===== src/rtl/arpc_pkg.sv =====
// ----------------------------------------------------------------------------
// arpc_pkg
// Shared types and constants of the ARP cache with expiry: request codes,
// field widths, the table entry layout and table control strobes.
// ----------------------------------------------------------------------------
package arpc_pkg;

    localparam int DEF_CACHE_ENTRIES = 16;

    localparam int IP_W     = 32;
    localparam int MAC_W    = 48;
    localparam int TIME_W   = 64;
    localparam int REQ_W    = 2;
    localparam int COUNT_W  = 5;

    // stream widths: input beat carries ip, mac, now, lifetime (208 bits)
    localparam int S_DATA_W = 208;
    // output beat carries mac_out, expired_count (53 bits, padded to 56)
    localparam int M_DATA_W = 56;

    localparam logic [COUNT_W-1:0] COUNT_MAX = '1;
    localparam logic [TIME_W-1:0]  TIME_MAX  = '1;

    typedef enum logic [REQ_W-1:0] {
        REQ_LEARN  = 2'd0,
        REQ_LOOKUP = 2'd1,
        REQ_EXPIRE = 2'd2
    } t_req_type;

    typedef struct packed {
        logic [IP_W-1:0]   ip;
        logic [MAC_W-1:0]  mac;
        logic [TIME_W-1:0] expiry;
    } t_entry;

    typedef struct packed {
        logic rd_en;
        logic wr_en;
        logic clr_en;
    } t_tbl_ctl;

endpackage


===== src/rtl/arpc_table.sv =====
// ----------------------------------------------------------------------------
// arpc_table
// Entry store of the cache: one memory of ip/mac/expiry words with a single
// write port and a registered read port, plus per-entry valid flops.
// ----------------------------------------------------------------------------
module arpc_table #(
    parameter int CACHE_ENTRIES = arpc_pkg::DEF_CACHE_ENTRIES,
    parameter int IDX_W         = (CACHE_ENTRIES > 1) ? $clog2(CACHE_ENTRIES) : 1
) (
    input  logic              i_clk,
    input  logic              i_rst_n,
    input  arpc_pkg::t_tbl_ctl i_ctl,
    input  logic [IDX_W-1:0]  i_rd_addr,
    input  logic [IDX_W-1:0]  i_wr_addr,
    input  arpc_pkg::t_entry  i_wr_entry,
    input  logic [IDX_W-1:0]  i_clr_addr,
    output arpc_pkg::t_entry  o_rd_entry,
    output logic              o_rd_valid
);
    import arpc_pkg::*;

    t_entry                   r_mem [CACHE_ENTRIES];
    logic [CACHE_ENTRIES-1:0] r_valid;
    t_entry                   r_rd_entry;
    logic                     r_rd_valid;

    // write and read the entry memory
    always_ff @(posedge i_clk) begin
        if (i_ctl.wr_en) begin
            r_mem[i_wr_addr] <= i_wr_entry;
        end
        if (i_ctl.rd_en) begin
            r_rd_entry <= r_mem[i_rd_addr];
        end
    end

    // set valid on write, drop it on clear, sample it with the read
    always_ff @(posedge i_clk) begin
        if (!i_rst_n) begin
            r_valid    <= '0;
            r_rd_valid <= 1'b0;
        end else begin
            if (i_ctl.wr_en) begin
                r_valid[i_wr_addr] <= 1'b1;
            end
            if (i_ctl.clr_en) begin
                r_valid[i_clr_addr] <= 1'b0;
            end
            if (i_ctl.rd_en) begin
                r_rd_valid <= r_valid[i_rd_addr];
            end
        end
    end

    assign o_rd_entry = r_rd_entry;
    assign o_rd_valid = r_rd_valid;

endmodule


===== src/rtl/arpc_seq.sv =====
// ----------------------------------------------------------------------------
// arpc_seq
// Request sequencer: walks the table one entry per cycle through a shared
// compare unit (address match, expiry test, oldest tracking), then writes
// the learned entry and forms the result beat.
// ----------------------------------------------------------------------------
module arpc_seq #(
    parameter int CACHE_ENTRIES = arpc_pkg::DEF_CACHE_ENTRIES,
    parameter int IDX_W         = (CACHE_ENTRIES > 1) ? $clog2(CACHE_ENTRIES) : 1,
    parameter int CNT_W         = $clog2(CACHE_ENTRIES + 1)
) (
    input  logic                         i_clk,
    input  logic                         i_rst_n,
    // request side
    input  logic                         i_req_valid,
    output logic                         o_req_ready,
    input  logic [arpc_pkg::REQ_W-1:0]   i_req_type,
    input  logic [arpc_pkg::IP_W-1:0]    i_ip_addr,
    input  logic [arpc_pkg::MAC_W-1:0]   i_mac_in,
    input  logic [arpc_pkg::TIME_W-1:0]  i_now_time,
    input  logic [arpc_pkg::TIME_W-1:0]  i_lifetime,
    // result side
    output logic                         o_res_valid,
    input  logic                         i_res_ready,
    output logic                         o_status,
    output logic [arpc_pkg::MAC_W-1:0]   o_mac_out,
    output logic [arpc_pkg::COUNT_W-1:0] o_expired_count,
    // table port
    output arpc_pkg::t_tbl_ctl           o_ctl,
    output logic [IDX_W-1:0]             o_rd_addr,
    output logic [IDX_W-1:0]             o_wr_addr,
    output arpc_pkg::t_entry             o_wr_entry,
    output logic [IDX_W-1:0]             o_clr_addr,
    input  arpc_pkg::t_entry             i_rd_entry,
    input  logic                         i_rd_valid
);
    import arpc_pkg::*;

    typedef enum logic [1:0] {
        ST_IDLE,
        ST_SCAN,
        ST_FIN,
        ST_OUT
    } t_state;

    t_state              r_state;
    logic [REQ_W-1:0]    r_req;
    logic [IP_W-1:0]     r_ip;
    logic [MAC_W-1:0]    r_mac;
    logic [TIME_W-1:0]   r_now;
    logic [TIME_W-1:0]   r_life;
    logic                r_bad;
    logic [CNT_W-1:0]    r_rd_cnt;
    logic                r_chk_vld;
    logic [IDX_W-1:0]    r_chk_idx;
    logic                r_found;
    logic [IDX_W-1:0]    r_pick;
    logic [IDX_W-1:0]    r_oldest;
    logic [TIME_W-1:0]   r_oldest_exp;
    logic [MAC_W-1:0]    r_hit_mac;
    logic [COUNT_W-1:0]  r_count;
    logic                r_o_valid;
    logic                r_o_status;
    logic [MAC_W-1:0]    r_o_mac;
    logic [COUNT_W-1:0]  r_o_count;

    logic                rd_more;
    logic                ip_eq;
    logic                expd;
    logic                older;
    logic                eval;
    logic [TIME_W:0]     exp_sum;
    logic                learn_wr;

    // shared compare unit on the entry under test
    assign ip_eq = (i_rd_entry.ip == r_ip) && (r_ip != '0);
    assign expd  = (i_rd_entry.expiry <= r_now);
    assign older = (i_rd_entry.expiry < r_oldest_exp);
    assign eval  = (r_state == ST_SCAN) && r_chk_vld;

    // issue one read per cycle while entries remain
    assign rd_more = (r_rd_cnt < CNT_W'(CACHE_ENTRIES));

    // saturating expiry for a learned entry
    assign exp_sum  = {1'b0, r_now} + {1'b0, r_life};
    assign learn_wr = (r_state == ST_FIN) && (r_req == REQ_LEARN) && !r_bad;

    // drive table strobes and addresses
    always_comb begin
        o_ctl.rd_en  = (r_state == ST_SCAN) && rd_more;
        o_ctl.wr_en  = learn_wr;
        o_ctl.clr_en = eval && (r_req == REQ_EXPIRE) && i_rd_valid && expd;
    end
    assign o_rd_addr         = r_rd_cnt[IDX_W-1:0];
    assign o_wr_addr         = r_found ? r_pick : r_oldest;
    assign o_clr_addr        = r_chk_idx;
    assign o_wr_entry.ip     = r_ip;
    assign o_wr_entry.mac    = r_mac;
    assign o_wr_entry.expiry = exp_sum[TIME_W] ? TIME_MAX : exp_sum[TIME_W-1:0];

    // state and result registers
    always_ff @(posedge i_clk) begin
        if (!i_rst_n) begin
            r_state   <= ST_IDLE;
            r_chk_vld <= 1'b0;
            r_o_valid <= 1'b0;
        end else begin
            unique case (r_state)
                ST_IDLE: begin
                    if (i_req_valid) begin
                        r_req        <= i_req_type;
                        r_ip         <= i_ip_addr;
                        r_mac        <= i_mac_in;
                        r_now        <= i_now_time;
                        r_life       <= i_lifetime;
                        r_bad        <= (i_ip_addr == '0) || (i_lifetime == '0);
                        r_rd_cnt     <= '0;
                        r_chk_vld    <= 1'b0;
                        r_found      <= 1'b0;
                        r_pick       <= '0;
                        r_oldest     <= '0;
                        r_oldest_exp <= TIME_MAX;
                        r_hit_mac    <= '0;
                        r_count      <= '0;
                        r_state      <= ST_SCAN;
                    end
                end
                ST_SCAN: begin
                    // advance the read pointer, track which entry returns next
                    r_chk_vld <= rd_more;
                    r_chk_idx <= r_rd_cnt[IDX_W-1:0];
                    if (rd_more) begin
                        r_rd_cnt <= r_rd_cnt + 1'b1;
                    end
                    // evaluate the entry read last cycle
                    if (eval) begin
                        unique case (r_req)
                            REQ_LEARN: begin
                                if (!r_found) begin
                                    if (!i_rd_valid || ip_eq || expd) begin
                                        r_found <= 1'b1;
                                        r_pick  <= r_chk_idx;
                                    end else if (older) begin
                                        r_oldest     <= r_chk_idx;
                                        r_oldest_exp <= i_rd_entry.expiry;
                                    end
                                end
                            end
                            REQ_LOOKUP: begin
                                if (!r_found && i_rd_valid && ip_eq && !expd) begin
                                    r_found   <= 1'b1;
                                    r_hit_mac <= i_rd_entry.mac;
                                end
                            end
                            REQ_EXPIRE: begin
                                if (i_rd_valid && expd && (r_count != COUNT_MAX)) begin
                                    r_count <= r_count + 1'b1;
                                end
                            end
                            default: begin
                            end
                        endcase
                    end
                    if (!rd_more && !r_chk_vld) begin
                        r_state <= ST_FIN;
                    end
                end
                ST_FIN: begin
                    // form the result beat
                    r_o_valid  <= 1'b1;
                    r_o_mac    <= '0;
                    r_o_count  <= '0;
                    r_o_status <= 1'b1;
                    unique case (r_req)
                        REQ_LEARN: begin
                            r_o_status <= r_bad;
                        end
                        REQ_LOOKUP: begin
                            r_o_status <= !r_found;
                            r_o_mac    <= r_hit_mac;
                        end
                        REQ_EXPIRE: begin
                            r_o_status <= 1'b0;
                            r_o_count  <= r_count;
                        end
                        default: begin
                        end
                    endcase
                    r_state <= ST_OUT;
                end
                ST_OUT: begin
                    // hold the beat until taken
                    if (i_res_ready) begin
                        r_o_valid <= 1'b0;
                        r_state   <= ST_IDLE;
                    end
                end
                default: begin
                    r_state <= ST_IDLE;
                end
            endcase
        end
    end

    assign o_req_ready     = (r_state == ST_IDLE);
    assign o_res_valid     = r_o_valid;
    assign o_status        = r_o_status;
    assign o_mac_out       = r_o_mac;
    assign o_expired_count = r_o_count;

endmodule


===== src/rtl/arp_cache_with_expiry.sv =====
// ----------------------------------------------------------------------------
// arp_cache_with_expiry
// The sequencer serves one request at a time: a new request is taken only
// after the result beat of the last one has been taken.
// The result beat comes from the table walk: one entry read per cycle
// through the single registered read port, then a drain step while the
// last read returns, then a step that forms the result.
// Reset (synchronous, active low) clears all valid marks and the sequencer.
// ----------------------------------------------------------------------------
module arp_cache_with_expiry #(
    parameter int CACHE_ENTRIES = arpc_pkg::DEF_CACHE_ENTRIES
) (
    input  logic                          i_clk,
    input  logic                          i_rst_n,
    input  logic                          s_axis_tvalid,
    output logic                          s_axis_tready,
    // tdata: ip_addr[31:0], mac_in[79:32], now_time[143:80], lifetime[207:144]
    input  logic [arpc_pkg::S_DATA_W-1:0] s_axis_tdata,
    // tuser: req_type[1:0]
    input  logic [arpc_pkg::REQ_W-1:0]    s_axis_tuser,
    output logic                          m_axis_tvalid,
    input  logic                          m_axis_tready,
    // tdata: mac_out[47:0], expired_count[52:48], zero pad[55:53]
    output logic [arpc_pkg::M_DATA_W-1:0] m_axis_tdata,
    // tuser: status[0]
    output logic                          m_axis_tuser
);
    import arpc_pkg::*;

    localparam int IDX_W = (CACHE_ENTRIES > 1) ? $clog2(CACHE_ENTRIES) : 1;
    localparam int CNT_W = $clog2(CACHE_ENTRIES + 1);

    t_tbl_ctl           ctl;
    logic [IDX_W-1:0]   rd_addr;
    logic [IDX_W-1:0]   wr_addr;
    logic [IDX_W-1:0]   clr_addr;
    t_entry             wr_entry;
    t_entry             rd_entry;
    logic               rd_valid;
    logic [MAC_W-1:0]   mac_out;
    logic [COUNT_W-1:0] expired_count;

    arpc_seq #(
        .CACHE_ENTRIES (CACHE_ENTRIES),
        .IDX_W         (IDX_W),
        .CNT_W         (CNT_W)
    ) u_seq (
        .i_clk           (i_clk),
        .i_rst_n         (i_rst_n),
        .i_req_valid     (s_axis_tvalid),
        .o_req_ready     (s_axis_tready),
        .i_req_type      (s_axis_tuser),
        .i_ip_addr       (s_axis_tdata[31:0]),
        .i_mac_in        (s_axis_tdata[79:32]),
        .i_now_time      (s_axis_tdata[143:80]),
        .i_lifetime      (s_axis_tdata[207:144]),
        .o_res_valid     (m_axis_tvalid),
        .i_res_ready     (m_axis_tready),
        .o_status        (m_axis_tuser),
        .o_mac_out       (mac_out),
        .o_expired_count (expired_count),
        .o_ctl           (ctl),
        .o_rd_addr       (rd_addr),
        .o_wr_addr       (wr_addr),
        .o_wr_entry      (wr_entry),
        .o_clr_addr      (clr_addr),
        .i_rd_entry      (rd_entry),
        .i_rd_valid      (rd_valid)
    );

    arpc_table #(
        .CACHE_ENTRIES (CACHE_ENTRIES),
        .IDX_W         (IDX_W)
    ) u_table (
        .i_clk      (i_clk),
        .i_rst_n    (i_rst_n),
        .i_ctl      (ctl),
        .i_rd_addr  (rd_addr),
        .i_wr_addr  (wr_addr),
        .i_wr_entry (wr_entry),
        .i_clr_addr (clr_addr),
        .o_rd_entry (rd_entry),
        .o_rd_valid (rd_valid)
    );

    // pack the result beat
    assign m_axis_tdata = {3'b000, expired_count, mac_out};

endmodule


===== config.mk =====
export PLATFORM = sky130hd
export DESIGN_NAME = arp_cache_with_expiry
export DESIGN_NICKNAME = d
export VERILOG_FILES = /design/src/rtl/arpc_pkg.sv /design/src/rtl/arpc_table.sv /design/src/rtl/arpc_seq.sv /design/src/rtl/arp_cache_with_expiry.sv
export SDC_FILE = /design/constraint.sdc
export NUM_CORES = 2
export LEC_CHECK = 0
export BUFFER_PORTS_ARGS = -buffer_cell sky130_fd_sc_hd__buf_4
export CAP_MARGIN = 20
export CORE_AREA = 2 2 371 520
export CTS_CLUSTER_DIAMETER = 50
export CTS_CLUSTER_SIZE = 30
export DETAILED_ROUTE_END_ITERATION = 8
export DIE_AREA = 0 0 373 522
export PLACE_DENSITY_LB_ADDON = 0.2
export SLEW_MARGIN = 10
export SYNTH_ARGS = -nofsm -noshare
export SYNTH_HDL_FRONTEND = slang
export SYNTH_HIERARCHICAL = 1
export SYNTH_SLANG_ARGS = --single-unit

===== constraint.sdc =====
create_clock -name i_clk -period 19.25 [get_ports i_clk]
set_input_delay 0.9625 -clock i_clk [delete_from_list [all_inputs] [get_ports i_clk]]
set_output_delay 0.9625 -clock i_clk [all_outputs]
set_load 0.02 [all_outputs]

# Yosys cells after proc, flatten, opt, wreduce, memory -nomap -nowiden
# Memory sizes are Yosys's and may differ from the RTL's. A register that Yosys moved wholly into a read port is not among the register bits.
# Index checks and enable logic that the tools add are counted.
# word_totals
n_memories	1
wordCells	163
ramBits	2304
output_inout_bits	59
in_bits	214
reg_bits	421
# classes
n_eq_ne	23
reduce_logical	44
add_sub_neg	3
order_cmp	8
bitwise_logic	3
muxes	59
# mem_list
memory	words	word_bits	read_ports	rd_clocked_by_memory_dff	write_ports	line	rtl
u_table.r_mem	16	144	1	1	1	arpc_table.sv:22	t_entry r_mem [CACHE_ENTRIES];
# ops
op	n
64-bit two-way mux	7
48-bit two-way mux	4
64-bit one-hot mux with 2 select lines	1
48-bit one-hot mux with 2 select lines	1
64-bit by 64-bit adder with 65-bit output	1
64-bit <= comparator	1
64-bit zero test	1
64-bit < comparator	1
16-bit two-way mux	3
4-bit two-way mux	11
32-bit equality test	1
32-bit zero test	1
32-bit nonzero test	1
5-bit two-way mux	5
2-bit inequality test, second input constant	10
5-bit one-hot mux with 2 select lines	2
6-bit AND reduction	3
16-bit AND	1
1-bit logical AND	16
16-bit NOT	1
16-bit OR	1
4-bit one-hot mux with 2 select lines	2
4-bit by 5-bit < comparator with 1-bit output, second input constant	3
1-bit two-way mux	11
other kinds (24)	51

# Longest topological paths before layout
# logic_depth
word_depth	10
mapped_depth	15
mapped_depth_nobuf	15

# By module
# Netlist, hierarchy kept.
# by_module_without_submodules
mod	cells_each	instances	seq_area_each_um2	area_per_inst_um2
arpc_table	3567	1	73850.8	91944.4
arpc_seq	1818	1	12091.6	21551.9
arp_cache_with_expiry	4	1	0.0	26.3

# Worst setup path after synthesis
# OpenSTA, ideal clock, no wires.
# synth_path
path_type	reg-to-reg
start	reg u_seq.r_found
end	reg u_table.r_valid[0]
arrival_time_ns	16.513
t_required_ns	19.130
setup_time_ns	0.120
path_stages_with_launch	6
path_buffers	2
period_less_slack_ns	16.632
setup_slack_ns	2.618
path_cell_list	edfxtp_1 > clkbuf_1 > mux2_2 > clkbuf_1 > nor4_1 > o221a_2
# synth_via
elab_chain_cells	10
elab_cells_between_ends	11
classes_between	order compare (2); mux (6); bitwise (2); reduce/logical (1)
# synth_lines
item	line	rtl
start: declaration	arpc_seq.sv:56	logic r_found;
start signal: assignment	arpc_seq.sv:119	r_found <= 1'b0;
start signal: assignment	arpc_seq.sv:141	r_found <= 1'b1;
start signal: assignment	arpc_seq.sv:151	r_found <= 1'b1;
4-bit two-way mux *	arpc_seq.sv:95	assign o_wr_addr = r_found ? r_pick : r_oldest;
via wr_addr[2]	arp_cache_with_expiry.sv:35	logic [IDX_W-1:0] wr_addr;
4-bit by 5-bit < comparator with 1-bit output (implied by the code) or 4-bit by 1-bit greater-or-equal comparator with 1-bit output (tied branches)	arpc_table.sv:44	r_valid[i_wr_addr] <= 1'b1;
1-bit logical AND (implied by the code)	arpc_table.sv:44	
1-bit two-way mux (implied by the code)	arpc_table.sv:44	
1-bit demux with 4-bit select *	-	
16-bit OR (no line) *	-	
16-bit two-way mux *	arpc_table.sv:43	if (i_ctl.wr_en) begin
16-bit two-way mux *	arpc_table.sv:39	if (!i_rst_n) begin
16-bit AND (no line)	-	
16-bit two-way mux *	arpc_table.sv:46	if (i_ctl.clr_en) begin
end signal: assignment	arpc_table.sv:40	r_valid <= '0;
end signal: indexed assignment	arpc_table.sv:44	
end signal: indexed assignment	arpc_table.sv:47	r_valid[i_clr_addr] <= 1'b0;
end: declaration	arpc_table.sv:23	logic [CACHE_ENTRIES-1:0] r_valid;
# The timed path passes the listed nets; every way through them passes the cells marked *. The select of a mux whose other input is x is not followed.
# A chain may end at the register's enable or synchronous reset.

==> results.md <==
* Run status: completed
* Hold crit path type: in -> reg
* Share of the synthesized area in the top cell type at about three quarters
* Tcrit/Tclk final at between 20% and 30%
* Effective utilization at floorplan at 59.6%
* Number of post-CTS setup repair buffers at 0
* CP max stage cell: sky130_fd_sc_hd__buf_4
* Number of sinks on the clock net at about 2900
* Start point of the worst min-delay path: s_axis_tdata[65]
* Data required time at the worst endpoint at around 20 ns
* Power Total at 15.2 mW
* Commonest register cell after synthesis: sky130_fd_sc_hd__edfxtp_1
* Std cell rows at 190
* Synthesis Warnings at 6
* Final max-slew violation count at 0
* IO buf count at 269
* Setup repair after global routing missed its margin: no
* Number of antenna violations at the first check in global routing at 7
* FF-to-FF setup slack at between 10 and 15 ns
* Number of flops mapped to enable cells by yosys at 2848
* Maximum number of pins on one net before global-route repair at 152
* H-tree levels at 4
* Number of nets still failing antenna checks after routing at 0
* Post-route DRC violation count at 0
* Crit path top cell by count: sky130_fd_sc_hd__buf_4
* CTS tree: done
* Number of distinct library cells after synthesis at 67
* Layout area overhead at 9.88%
* Cell count of the worst reg-to-reg path at 14
* Post-synthesis async set-or-reset flop share at 0%
* # Max-Cap Violations at 0
* Clock period minus worst slack at 5.27 ns
* Ports at 273
* Number of vias after detailed routing at 54700
* Worst-margin pin slew at approximately 1.1 ns
* Avg Vias per Cell at between 6 and 7
* Launching point of the worst reg2reg path: u_seq/r_now[5]$_DFFE_PP_
* Portion of the post-synthesis area used by sequential elements at roughly 76%
* Cell taking the most area after synthesis: sky130_fd_sc_hd__edfxtp_1
* Core region area at 190000 µm²
* Hold Path Depth at 1
* Worst slew margin at 25.7%
* Layout Nets at ~6100
* Worst-case vdd ir drop at 0.0960 mV
* Synth Area in Compound Gates at 2.25%
* Worst skew pair latency at 0.89 ns
* Series of cell instances along the critical path: ha_1 -> a21o_1 -> a211o_1 -> o21ai_1 -> a2111oi_0 -> buf_4 -> o2111ai_1 -> and3_1 -> o31a_1 -> a21oi_2 -> buf_4 -> nor2_4 -> buf_4 -> nand4_1
* Clk pin slew, worst setup/hold paths at around 0.10 ns
* Sort of element at the start of the critical path: flip-flop
* Setup-violating endpoint count in the final report at 0
* Fill cells at 12200
* Worst Path Max Fanout at 45
* Multiplexer fraction of the synthesized cell area at 14.9%
* Vias in the first global route at 55600
* Half-perimeter wire length after placement at roughly 140000 µm
* Core Util, Final at about two thirds
* Count of instances resized after the clock tree is built at 0
* Sum Neg Setup Slack at 0 ns
* Number of buffers inserted during clock tree synthesis at 162
* Fraction of synthesized cell area in xor and xnor cells at 0.694%
* Total routed wirelength at 258000 µm
* Worst min-delay path endpoint: u_seq/r_mac[33]$_DFFE_PP_
* # hold bufs at CTS at 0
* Adder-cell share of the synthesized area at 2.20%
* 1st-pass router iterations at 6
* Chip width at approximately 370 µm
* GP Congestion at 0.912
* Setup CP Type: reg -> reg
* Clock root buffer master: sky130_fd_sc_hd__clkbuf_16
* Most used cells in the layout excluding fill and tap cells: sky130_fd_sc_hd__edfxtp_1 (2848), sky130_fd_sc_hd__mux4_2 (652), sky130_fd_sc_hd__buf_4 (362), sky130_fd_sc_hd__mux2i_1 (220), sky130_fd_sc_hd__ha_1 (197)
* Buffer depth of the longest clock path at 3
* Maximum operating frequency at roughly 190 MHz
* Wire length of the first global-routing pass at 377000 µm
* Delay contributed by the slowest stage of the critical path at 0.73 ns
* Total count of hold-check failures in the final report at 0
* WL/cell at between 30 and 40 µm
* Tot GR Track Use at 26.8%
* Fraction of layout instances using a drive strength above 1 at 23.6%
* Global route overflow at 0
* Number of flip-flops and latches in the synthesized netlist at 2869
* Cell area after technology mapping at between 100000 and 150000 µm²
* CP endpoint kind: flip-flop
* Power density over the cells at 122 nW/µm²
* Combinational family with the most area after synthesis: multiplexers
* Clock skew at 0.0600 ns
* Most frequent standard cell in the layout excluding fill and tap cells: sky130_fd_sc_hd__edfxtp_1
* Critical Path AT at 5.67 ns
* Leakage component of the power at 40.8 nW
* Worst hold slack across all endpoints at 0.251 ns
* Reg-to-reg critical path endpoint: u_table/r_mem[5][47]$_DFFE_PP_
* Synth top area cells: sky130_fd_sc_hd__edfxtp_1 (75%), sky130_fd_sc_hd__mux4_2 (13%), sky130_fd_sc_hd__ha_1 (2.2%), sky130_fd_sc_hd__mux2i_1 (1.9%), sky130_fd_sc_hd__and2_1 (0.64%)
* Die footprint at 195000 µm²
* Die H at 522 µm
* Synthesized netlist cell count at 5389
* DRT iter0 DRCs at 6829
* Syn avg cell area at 21.1 µm²
* Area fraction in and, or, nand and nor cells after synthesis at 2.76%
[registers in the layout, summed over array words and instances, names as in the netlist, 16 cells and up]
name / cells
u_seq/r_now: 64
u_seq/r_oldest_exp: 64
u_table/r_valid: 16
u_seq/r_mac: 48
u_seq/r_life: 64
u_table/o_rd_entry: 144
u_table/r_mem: 2304
u_seq/o_mac_out: 48
u_seq/r_hit_mac: 48
u_seq/r_ip: 32
[worst max path at each step]
| stage | startpoint | endpoint | slack (ns) | cells after the start |
|---|---|---|---|---|
| after floorplan | u_seq/r_found$_SDFFCE_PN0P_ | u_table/r_valid[0]$_SDFF_PN0_ | 2.62 | 5 |
| after global placement | u_seq/r_now[0]$_DFFE_PP_ | u_table/r_mem[12][63]$_DFFE_PP_ | 14.02 | 16 |
| after detailed placement | u_seq/r_now[0]$_DFFE_PP_ | u_table/r_mem[14][63]$_DFFE_PP_ | 14.02 | 16 |
| after CTS | u_seq/r_now[0]$_DFFE_PP_ | u_table/r_mem[11][63]$_DFFE_PP_ | 13.98 | 16 |
| after global routing | u_seq/r_now[5]$_DFFE_PP_ | u_table/r_mem[0][47]$_DFFE_PP_ | 13.78 | 14 |
| final | u_seq/r_now[5]$_DFFE_PP_ | u_table/r_mem[5][47]$_DFFE_PP_ | 13.98 | 14 |
[cells by family (layout without fill, tap and decap cells)]
family | count (synthesis) | count (layout)
AOI/OAI and AO/OA | 384 | 384
xor gates and xnor gates | 90 | 90
adders and majority gates | 199 | 199
buffers and inverters | 387 | 826
DFF | 2869 | 2869
muxes | 877 | 877
other | 1 | 6
and+or+nand+nor | 582 | 582
[final cells by class]
type                            count  area (µm²)  area share, %
Tap cell                         2496        3120           2.50
Timing Repair Buffer              372        2930           2.35
Clock inverter                    137        1990           1.59
Clock buffer                      165        4090           3.28
Multi-Input combinational cell   2135       26100           20.9
Antenna cell                        3        7.51        0.00602
Inverter                          152         571          0.457
Sequential cell                  2869       85900           68.9
[synthesized netlist by cell type, types with 3 or more instances]
master                      number
sky130_fd_sc_hd__o221a_2        14
sky130_fd_sc_hd__inv_1         151
sky130_fd_sc_hd__nor4_1         40
sky130_fd_sc_hd__a31oi_1         6
sky130_fd_sc_hd__nand2_1       120
sky130_fd_sc_hd__ha_1          198
sky130_fd_sc_hd__o21a_1         12
sky130_fd_sc_hd__and3_1          7
sky130_fd_sc_hd__a221oi_1        4
sky130_fd_sc_hd__buf_2          84
sky130_fd_sc_hd__or2_2           5
sky130_fd_sc_hd__clkbuf_1      106
sky130_fd_sc_hd__mux2i_1       220
sky130_fd_sc_hd__o31ai_1         6
sky130_fd_sc_hd__and2_1        116
sky130_fd_sc_hd__o211ai_1        9
sky130_fd_sc_hd__o21ai_0        54
sky130_fd_sc_hd__a21oi_1       113
sky130_fd_sc_hd__mux2_2          5
sky130_fd_sc_hd__nand3b_1        4
sky130_fd_sc_hd__edfxtp_1     2848
sky130_fd_sc_hd__and4_1          3
sky130_fd_sc_hd__or3_1           9
sky130_fd_sc_hd__o21ai_1        16
sky130_fd_sc_hd__dfxtp_1        21
sky130_fd_sc_hd__nand2b_1       80
sky130_fd_sc_hd__buf_4          23
sky130_fd_sc_hd__a211o_1         5
sky130_fd_sc_hd__nor2b_1        16
sky130_fd_sc_hd__xor2_1         24
sky130_fd_sc_hd__a211oi_1        8
sky130_fd_sc_hd__nand4_1        65
sky130_fd_sc_hd__o21bai_1       18
sky130_fd_sc_hd__nor2_1         73
sky130_fd_sc_hd__a21o_1         86
sky130_fd_sc_hd__o31a_1          6
sky130_fd_sc_hd__a2111oi_0       4
sky130_fd_sc_hd__xnor2_1        66
sky130_fd_sc_hd__nand3_1        18
sky130_fd_sc_hd__buf_6           3
sky130_fd_sc_hd__nor3_1         22
sky130_fd_sc_hd__mux4_2        652
sky130_fd_sc_hd__buf_1          19
[report_power, final]
group          switching, mW  internal [mW]  total (mW)
clock network           2.25           1.86        4.11
logic                   1.89           1.36        3.25
registers              0.209           7.59        7.80
[per-layer routing]
metal | routed length [µm] | share of wire, % | track usage, % | up-vias
met1 | 104000 | 40 | 38.5 | 29100
met5 | 22 | 0.0085 | 0 | -
met3 | 20000 | 7.7 | 3.72 | 315
li1 | - | - | - | 22700
met4 | 6000 | 2.3 | 6.75 | 4
met2 | 128000 | 50 | 44.1 | 2530
[per-stage QoR]
stage | instance area (µm²) | instances | worst slack, ns
after floorplan | 114000 | 5391 | 2.62
after global routing | 125000 | 8328 | 13.78
final | 125000 | 8329 | 13.98
after CTS | 125000 | 8324 | 13.98
after global placement | 119000 | 8020 | 14.02
after detailed placement | 119000 | 8022 | 14.02
[worst max-delay path: cells and delay by family, from the launching register on]
kind	cells	cell delay, ns
DFF	1	0.41
buffers and inverters	3	1.08
AOI/OAI and AO/OA	7	1.54
and+or+nand+nor	3	1.31
adders and majority gates	1	0.38
No activity file was read; power rests on OpenSTA's default activity.
